[src/hdl/wsts_pkg.sv]
// Package: shared constants and types for the weighted server scheduler.
package wsts_pkg;
  localparam int MAX_SERVERS = 16;
  localparam int IDX_W = $clog2(MAX_SERVERS);
  localparam int CNT_W = $clog2(MAX_SERVERS + 1);
  localparam int TIME_W = 48;
  localparam int WEIGHT_W = 16;
  localparam int DUR_W = 16;
  localparam logic [TIME_W-1:0] TIME_MAX = {TIME_W{1'b1}};

  localparam logic [1:0] FUNC_CLEAR = 2'd0;
  localparam logic [1:0] FUNC_LOAD = 2'd1;
  localparam logic [1:0] FUNC_TASK = 2'd2;
  localparam logic [1:0] FUNC_UNUSED = 2'd3;

  typedef struct packed {
    logic clear;
    logic load;
    logic load_sel;
    logic release_en;
    logic assign_en;
    logic assign_sel;
    logic [TIME_W-1:0] now;
    logic [TIME_W-1:0] fin;
    logic [WEIGHT_W-1:0] weight;
  } cell_ctrl_t;

  typedef struct packed {
    logic valid;
    logic busy_found;
    logic idle_found;
    logic [TIME_W-1:0] earliest;
    logic [WEIGHT_W-1:0] best_weight;
    logic [IDX_W-1:0] best_idx;
  } scan_t;
endpackage

[src/hdl/wsts_cell.sv]
// Server cell: holds one server and folds its state into the scan chain.
module wsts_cell (
  input  logic clk,
  input  logic rst,
  input  logic [wsts_pkg::IDX_W-1:0] idx,
  input  wsts_pkg::cell_ctrl_t ctrl,
  input  wsts_pkg::scan_t scan_in,
  output wsts_pkg::scan_t scan_out
);
  import wsts_pkg::*;

  logic [WEIGHT_W-1:0] weight;
  logic [TIME_W-1:0] finish;
  logic loaded;
  logic busy;

  always_ff @(posedge clk) begin
    if (ctrl.load && ctrl.load_sel) begin
      weight <= ctrl.weight;
    end
    if (ctrl.assign_en && ctrl.assign_sel) begin
      finish <= ctrl.fin;
    end
  end

  always_ff @(posedge clk) begin
    if (rst || ctrl.clear) begin
      loaded <= 1'b0;
      busy <= 1'b0;
    end else if (ctrl.load && ctrl.load_sel) begin
      loaded <= 1'b1;
      busy <= 1'b0;
    end else if (ctrl.assign_en && ctrl.assign_sel) begin
      busy <= 1'b1;
    end else if (ctrl.release_en && busy && finish <= ctrl.now) begin
      busy <= 1'b0;
    end
  end

  always_ff @(posedge clk) begin
    scan_out <= scan_in;
    if (scan_in.valid && loaded) begin
      if (busy) begin
        scan_out.busy_found <= 1'b1;
        if (!scan_in.busy_found || finish < scan_in.earliest) begin
          scan_out.earliest <= finish;
        end
      end else begin
        scan_out.idle_found <= 1'b1;
        if (!scan_in.idle_found || weight < scan_in.best_weight) begin
          scan_out.best_weight <= weight;
          scan_out.best_idx <= idx;
        end
      end
    end
  end
endmodule

[config.mk]
export PLATFORM = sky130hd
export DESIGN_NAME = wsts_cell
export DESIGN_NICKNAME = d
export VERILOG_FILES = /design/src/hdl/wsts_pkg.sv /design/src/hdl/wsts_cell.sv
export SDC_FILE = /design/constraint.sdc
export NUM_CORES = 1
export LEC_CHECK = 0
export ABC_AREA = 1
export BUFFER_PORTS_ARGS = -buffer_cell sky130_fd_sc_hd__buf_2
export CORE_MARGIN = 10
export CORE_UTILIZATION = 38
export CTS_CLUSTER_SIZE = 8
export DETAILED_ROUTE_END_ITERATION = 12
export HOLD_SLACK_MARGIN = 0.05
export PLACE_DENSITY = 0.65
export SKIP_CTS_REPAIR_TIMING = 1
export SLEW_MARGIN = 30
export SYNTH_ARGS = -nofsm -noshare
export SYNTH_HDL_FRONTEND = slang
export SYNTH_SLANG_ARGS = --single-unit
[constraint.sdc]
create_clock -name clk -period 1.9 [get_ports clk]
set_input_delay 0.19 -clock clk [delete_from_list [all_inputs] [get_ports clk]]
set_output_delay 0.19 -clock clk [all_outputs]
set_load 0.01 [all_outputs]
==> run_results.csv, run 1 <==
group,metric,value,unit
outcome,status,"finished with violations",
outcome,violations,"negative setup slack",
sta,fin_ws,-0.322,ns
synthesis,synthArstFlopShare,0,%
clock_tree,cts_root_buf,"clkbuf_16",
finish,final_layout_size_suffix_gt1_share,36.2,%
detailed_routing,wirelength,27200,um
setup_path,cp-endpoint,"scan_out[42]$_DFF_P_",
synthesis,synth-edff-count,64,
setup_path,cp_common_cell,"nand2_1",
global_routing,antenna_found_initial,9,
synthesis,yosysWarningCount,0,
power_and_ir_drop,power.leakage,6.29,nW
setup_path,reg2reg_slack,-0.32,ns
placement,dp_slack,-0.413,ns
synthesis,ys_ff_latch,137,
die,fp.dieH,159,um
finish,finish.instance_area,12300,um2
setup_path,slowest_delay,0.43,ns
global_routing,track_usage,17.5,%
setup_path,critPathLaunchType,"flip-flop",
detailed_routing,drcViolationCount,0,
setup_path,arrival,2.57,ns
setup_path,reg2reg_from,"finish[37]$_DFFE_PP_",
sta,setup_viol,69,
run,maxCapViolCount,0,
power_and_ir_drop,ir_worst_vdd,0.584,mV
detailed_routing,viasPerCell,4.64,
finish,fin_nets,1641,
die,coreArea,18900,um2
die,initial_core_util,38.9,%
detailed_routing,drtIter0Drc,391,
placement,placed_area,9430,um2
placement,gp_congestion,0.882,
sta,relSlewSlack,54.3,%
setup_path,crit_chain,"ha_4 > nand2_2 > nor2_4 > nor3b_4 > nand2_2 > nor2_1 > nand2_1 > nand2_1 > nor2_1 > nand2_1 > nand2_4 > nand2_8 > clkbuf_16 > nand2_2 > nand2_1",
clock_tree,cts_tree,"done",
clock_tree,clockBufferDepth,2,
sta,fin_crit,2.22,ns
global_routing,grt_pass1_wl,35400,um
synthesis,syn_area,7350,um2
sta,setup_tns,-14.10,ns
synthesis,syn_nets,1162,
setup_path,cp_max_fo,7,
synthesis,syn_avg_cell_area,8.58,um2
detailed_routing,post_drt_wl_per_cell,16.8,um
sta,max_freq,0.450,GHz
finish,layout-area-overhead-vs-synth,67.3,%
detailed_routing,drt_first_pass_iters,5,
power_and_ir_drop,total_power,8.74,mW
sta,slew_violations,0,
setup_path,r2r-end,"scan_out[42]$_DFF_P_",
clock_tree,cts_buffers,17,
finish,fin_util,65.1,%
sta,fin_skew,0.00882,ns
global_routing,grt_max_degree,33,
setup_path,crit_slowest_cell,"edfxtp_1",
setup_path,required,2.25,ns
setup_path,criticalPathCategory,"flip-flop to flip-flop",
sta,rsz0062_at_grt,"true",
sta,timing.final.crit_share,117,%
synthesis,synth_cells,857,
placement,port_buffers,265,
global_routing,overflow,0,
detailed_routing,ant_nets,0,
synthesis,dominantRegCellSynth,"dfxtp_1",
die,num_rows,50,
sta,tightest_slew,0.685,ns
global_routing,grt_pass1_vias,6880,
clock_tree,clock_sinks,137,
power_and_ir_drop,p_per_area,710,nW/um2
placement,detailed_place_hpwl,18300,um
clock_tree,clk_latency,0.42,ns
clock_tree,clk_pin_slew,0.06,ns
detailed_routing,vias,7514,
die,die_x,159,um
synthesis,ys_types,26,
clock_tree,cts.htree.levels,4,
setup_path,startpoint,"finish[37]$_DFFE_PP_",
synthesis,yosysSeqAreaShare,46.0,%
sta,final-hold-violation-count,0,
setup_path,endpoint_kind,"flip-flop",
setup_path,r2r_cells,15,
die,ios,266,
die,dieArea,25300,um2
worst_hold_path,hp-class,"input port to flip-flop",
## where the power goes
part           switching (mW)  internal [mW]
registers              0.0896           3.29
logic                   0.853          0.894
clock network            1.29           2.32
total                    2.23           6.50
## cell families (layout without fill, tap and decap cells)
family / Yosys count / after routing / share of synthesized area (%)
other cells: 0 / 9 / 0
compound gates: 69 / 69 / 4.99
fa+ha+maj: 110 / 110 / 18.7
buf+inv: 158 / 650 / 8.63
flops: 137 / 137 / 46.0
simple gates: 383 / 383 / 21.6
## state kept, by name, summed over array words and instances, names as in the netlist
register / flops
scan_out: 71
loaded: 1
busy: 1
weight: 16
finish: 48
## cells in the mapped netlist (2+ instances only)
cell      instances  area share [%]
nor3_1            3            0.20
edfxtp_1         64              26
and2_1            2            0.17
inv_1           137             7.0
buf_6             5            0.77
clkbuf_1         12            0.61
nand4_1           6            0.51
nand2_2           2            0.17
o21a_1            4            0.41
nand3_1          81             5.5
or2_2             2            0.17
nand2_1         249              13
nor2_1           35             1.8
a21o_1            2            0.20
a21oi_1          47             3.2
buf_2             3            0.20
ha_1            110              19
dfxtp_1          73              20
o21ai_0          13            0.89
## area by class of cell
class | instances | area (um2)
inverter | 137 | 514
tap | 260 | 325
fill | 1499 | 6600
multi-input combinational | 562 | 3940
sequential | 137 | 3380
timing repair buffer | 481 | 3480
antenna | 9 | 22.5
clock buffer | 19 | 433
clock inverter | 13 | 198
## per-layer routing
metal / GRT usage (%) / wire length, um / up-vias
met5: 0 / 17 / -
met4: 8.76 / 1020 / 2
met3: 5.14 / 1600 / 65
met2: 29.0 / 13600 / 275
met1: 20.1 / 11000 / 3417
li1: - / - / 3755
## layout by cell type (no fill, tap or decap), types with 6 or more instances in the layout
master,instances
nand2_4,18
nand3_1,77
nor2_1,27
ha_1,94
buf_4,61
a21oi_1,37
o21ai_1,6
clkbuf_16,22
a21oi_2,9
buf_6,6
dfxtp_1,73
edfxtp_1,64
nand2_1,184
buf_2,265
inv_1,135
nand2_2,48
diode_2,9
dlygate4sd3_1,138
ha_4,16
o21ai_0,7
nand4_1,6
buf_12,6
## per-stage QoR
step,cells,hold WS [ns]
2_1_floorplan,857,0.218
3_3_place_gp,1425,0.310
3_5_place_dp,1425,0.318
4_1_cts,1457,-0.124
5_1_grt,1616,0.0648
6_report,1618,0.0579
## how the worst min path moves through the flow
stage                startpoint  cells past startpoint                    to
floorplan           scan_in[70]                      0  scan_out[70]$_DFF_P_
global placement    scan_in[70]                      1  scan_out[70]$_DFF_P_
detailed placement  scan_in[70]                      1  scan_out[70]$_DFF_P_
CTS                 scan_in[70]                      1  scan_out[70]$_DFF_P_
global route                rst                      4   loaded$_SDFFE_PP0P_
finish                      rst                      4   loaded$_SDFFE_PP0P_
## critical path, delay by kind of cell, from the launching register on
family	cells	cell delay [ns]
buf+inv	1	0.19
fa+ha+maj	1	0.30
flops	1	0.43
simple gates	13	1.22
Power figures use the tool's default switching activity.
==> run 2, diff against run 1 <==
--- a/config.mk
+++ b/config.mk
@@ -11,7 +11,7 @@
 export CORE_UTILIZATION = 38
 export CTS_CLUSTER_SIZE = 8
 export DETAILED_ROUTE_END_ITERATION = 12
-export HOLD_SLACK_MARGIN = 0.05
+export HOLD_SLACK_MARGIN = 0.15
 export PLACE_DENSITY = 0.65
 export SKIP_CTS_REPAIR_TIMING = 1
 export SLEW_MARGIN = 30
==> run 2 against run 1 <==
Compared with the run above:
- the run still ends with negative setup slack left
- first-iteration DRC count grew 12%
- sequential share of layout area is 0.18 points lower
- flip-flop and latch count unchanged
- non-clock buffer count up 8
- clock power about the same
- hold slack gained 0.34 ns
- register-to-register slack barely moved
==> run_results.csv, run 2 (same netlist as run 1, synthesis figures left out) <==
group,metric,value,unit
outcome,status,"finished with violations",
outcome,violations,"negative setup slack",
sta,relSlewSlack,52.4,%
placement,detailed_place_hpwl,18300,um
clock_tree,clk_pin_slew,0.06,ns
setup_path,endpoint_kind,"flip-flop",
global_routing,grt_max_degree,33,
detailed_routing,drt_first_pass_iters,5,
clock_tree,clk_latency,0.41,ns
worst_hold_path,hold_end,"finish[10]$_DFFE_PP_",
detailed_routing,drcViolationCount,0,
die,num_rows,50,
die,coreArea,18900,um2
placement,port_buffers,265,
finish,final_layout_size_suffix_gt1_share,36.0,%
sta,max_freq,0.451,GHz
detailed_routing,wirelength,27300,um
global_routing,grt_use_met1,20.1,%
sta,fin_ws,-0.316,ns
clock_tree,clockBufferDepth,2,
clock_tree,cts.htree.levels,4,
placement,placed_area,9430,um2
die,dieArea,25300,um2
clock_tree,cts_tree,"done",
detailed_routing,viasPerCell,4.65,
setup_path,criticalPathCategory,"flip-flop to flip-flop",
die,initial_core_util,38.9,%
finish,nFillCells,1489,
die,ios,266,
global_routing,grt_pass1_vias,6880,
sta,final-hold-violation-count,0,
detailed_routing,vias,7564,
finish,layout-area-overhead-vs-synth,68.4,%
worst_hold_path,hp-start,"ctrl[113]",
finish,finish.instance_area,12400,um2
global_routing,track_usage,17.5,%
setup_path,critPathLaunchType,"flip-flop",
global_routing,use_met2,29.0,%
detailed_routing,post_drt_wl_per_cell,16.8,um
sta,fin_skew,0.00985,ns
setup_path,r2r_cells,15,
power_and_ir_drop,power_frac_seq,38.6,%
finish,final_cell_mix,"buf_2, nand2_1, dlygate4sd3_1, inv_1, ha_1",
global_routing,top_usage_layer,"met2",
power_and_ir_drop,ir_worst_vdd,0.577,mV
detailed_routing,drtIter0Drc,438,
setup_path,reg2reg_slack,-0.32,ns
sta,fin_crit,2.22,ns
power_and_ir_drop,power.switching,2.23,mW
detailed_routing,ant_nets,0,
clock_tree,cts_buffers,17,
run,maxCapViolCount,0,
finish,largest_reg_flops,71,
clock_tree,clock_sinks,137,
finish,fin_util,65.5,%
power_and_ir_drop,comb_power_share,20.1,%
clock_tree,cts_root_buf,"clkbuf_16",
worst_hold_path,holdPathStages,4,
setup_path,reg2reg_from,"finish[37]$_DFFE_PP_",
placement,dpl.cell_count,1425,
finish,stdcell_count,1627,
finish,top_register,"scan_out",
global_routing,antenna_found_initial,10,
power_and_ir_drop,clkPwrFrac,41.3,%
setup_path,required,2.25,ns
finish,reg.largest.list,"scan_out (71), finish (48), weight (16)",
power_and_ir_drop,swShare,25.5,%
power_and_ir_drop,power.internal,6.51,mW
power_and_ir_drop,power.leakage,6.31,nW
global_routing,overflow,0,
finish,final_common_cell,"buf_2",
power_and_ir_drop,p_per_area,707,nW/um2
die,die_x,159,um
setup_path,slowest_delay,0.43,ns
sta,setup_viol,69,
sta,slew_violations,0,
sta,rsz0062_at_grt,"true",
placement,gp_congestion,0.882,
sta,timing.final.crit_share,117,%
setup_path,cp_common_cell,"nand2_1",
die,fp.dieH,159,um
setup_path,r2r-end,"scan_out[42]$_DFF_P_",
setup_path,arrival,2.56,ns
global_routing,met3_usage,5.14,%
setup_path,cp_max_fo,7,
setup_path,crit_chain,"ha_4 > nand2_2 > nor2_4 > nor3b_4 > nand2_2 > nor2_1 > nand2_1 > nand2_1 > nor2_1 > nand2_1 > nand2_4 > nand2_8 > clkbuf_16 > nand2_2 > nand2_1",
worst_hold_path,hp-class,"input port to flip-flop",
setup_path,crit_slowest_cell,"edfxtp_1",
sta,tightest_slew,0.713,ns
finish,fin_nets,1649,
global_routing,grt_pass1_wl,35400,um
-- run 2: cell types whose count changed in the layout (fill, tap and decap cells not counted), sizes merged --
cell	delta
diode	+1
dlygate4sd3	+8
-- run 2: metal layers --
| layer | part of all wire [%] | vias up |
|---|---|---|
| met4 | 3.9 | 2 |
| li1 | - | 3778 |
| met1 | 40 | 3443 |
| met5 | 0.062 | - |
| met2 | 50 | 277 |
| met3 | 5.9 | 64 |
-- run 2: layout make-up --
type	count	area, um2	share of cell area [%]
Antenna cell	10	25.0	0.202
Clock buffer	19	433	3.50
Clock inverter	13	198	1.60
Inverter	137	514	4.15
Multi-Input combinational cell	562	3940	31.8
Sequential cell	137	3380	27.3
Tap cell	260	325	2.63
Timing Repair Buffer	489	3560	28.7
-- run 2: power by group through the flow --
stage	Sequential, mW	Clock, mW	Combinational [mW]
2_1_floorplan	3.47	0	0.606
3_3_place_gp	3.43	0	1.25
3_5_place_dp	3.43	0	1.28
4_1_cts	3.37	3.66	1.29
5_1_grt	3.39	3.79	1.96
6_report	3.38	3.61	1.76
-- run 2: how the worst max path moves through the flow --
| stage | from | end | slack (ns) | cells past startpoint |
|---|---|---|---|---|
| after floorplan | finish[39]$_DFFE_PP_ | scan_out[48]$_DFF_P_ | -0.03 | 15 |
| final | finish[37]$_DFFE_PP_ | scan_out[42]$_DFF_P_ | -0.32 | 15 |
| after global placement | finish[46]$_DFFE_PP_ | scan_out[29]$_DFF_P_ | -0.38 | 13 |
| after CTS | finish[47]$_DFFE_PP_ | scan_out[35]$_DFF_P_ | -0.43 | 13 |
| after global routing | finish[37]$_DFFE_PP_ | scan_out[42]$_DFF_P_ | -0.45 | 15 |
| after detailed placement | finish[47]$_DFFE_PP_ | scan_out[29]$_DFF_P_ | -0.41 | 13 |
-- run 2: per-stage QoR --
| stage | setup slack [ns] | total power [mW] | setup TNS, ns | hold slack, ns |
|---|---|---|---|---|
| final | -0.316 | 8.75 | -13.99 | 0.397 |
| after detailed placement | -0.413 | 4.71 | -19.42 | 0.318 |
| after CTS | -0.434 | 8.31 | -20.05 | -0.124 |
| after global routing | -0.455 | 9.15 | -23.72 | 0.435 |
| after global placement | -0.382 | 4.68 | -18.09 | 0.310 |
| after floorplan | -0.0282 | 4.08 | -0.563 | 0.218 |
-- run 2: critical path: cells and delay by family (launching register included) --
family,cells,cell delay [ns]
buf+inv,1,0.19
fa+ha+maj,1,0.30
simple gates,13,1.22
flops,1,0.43
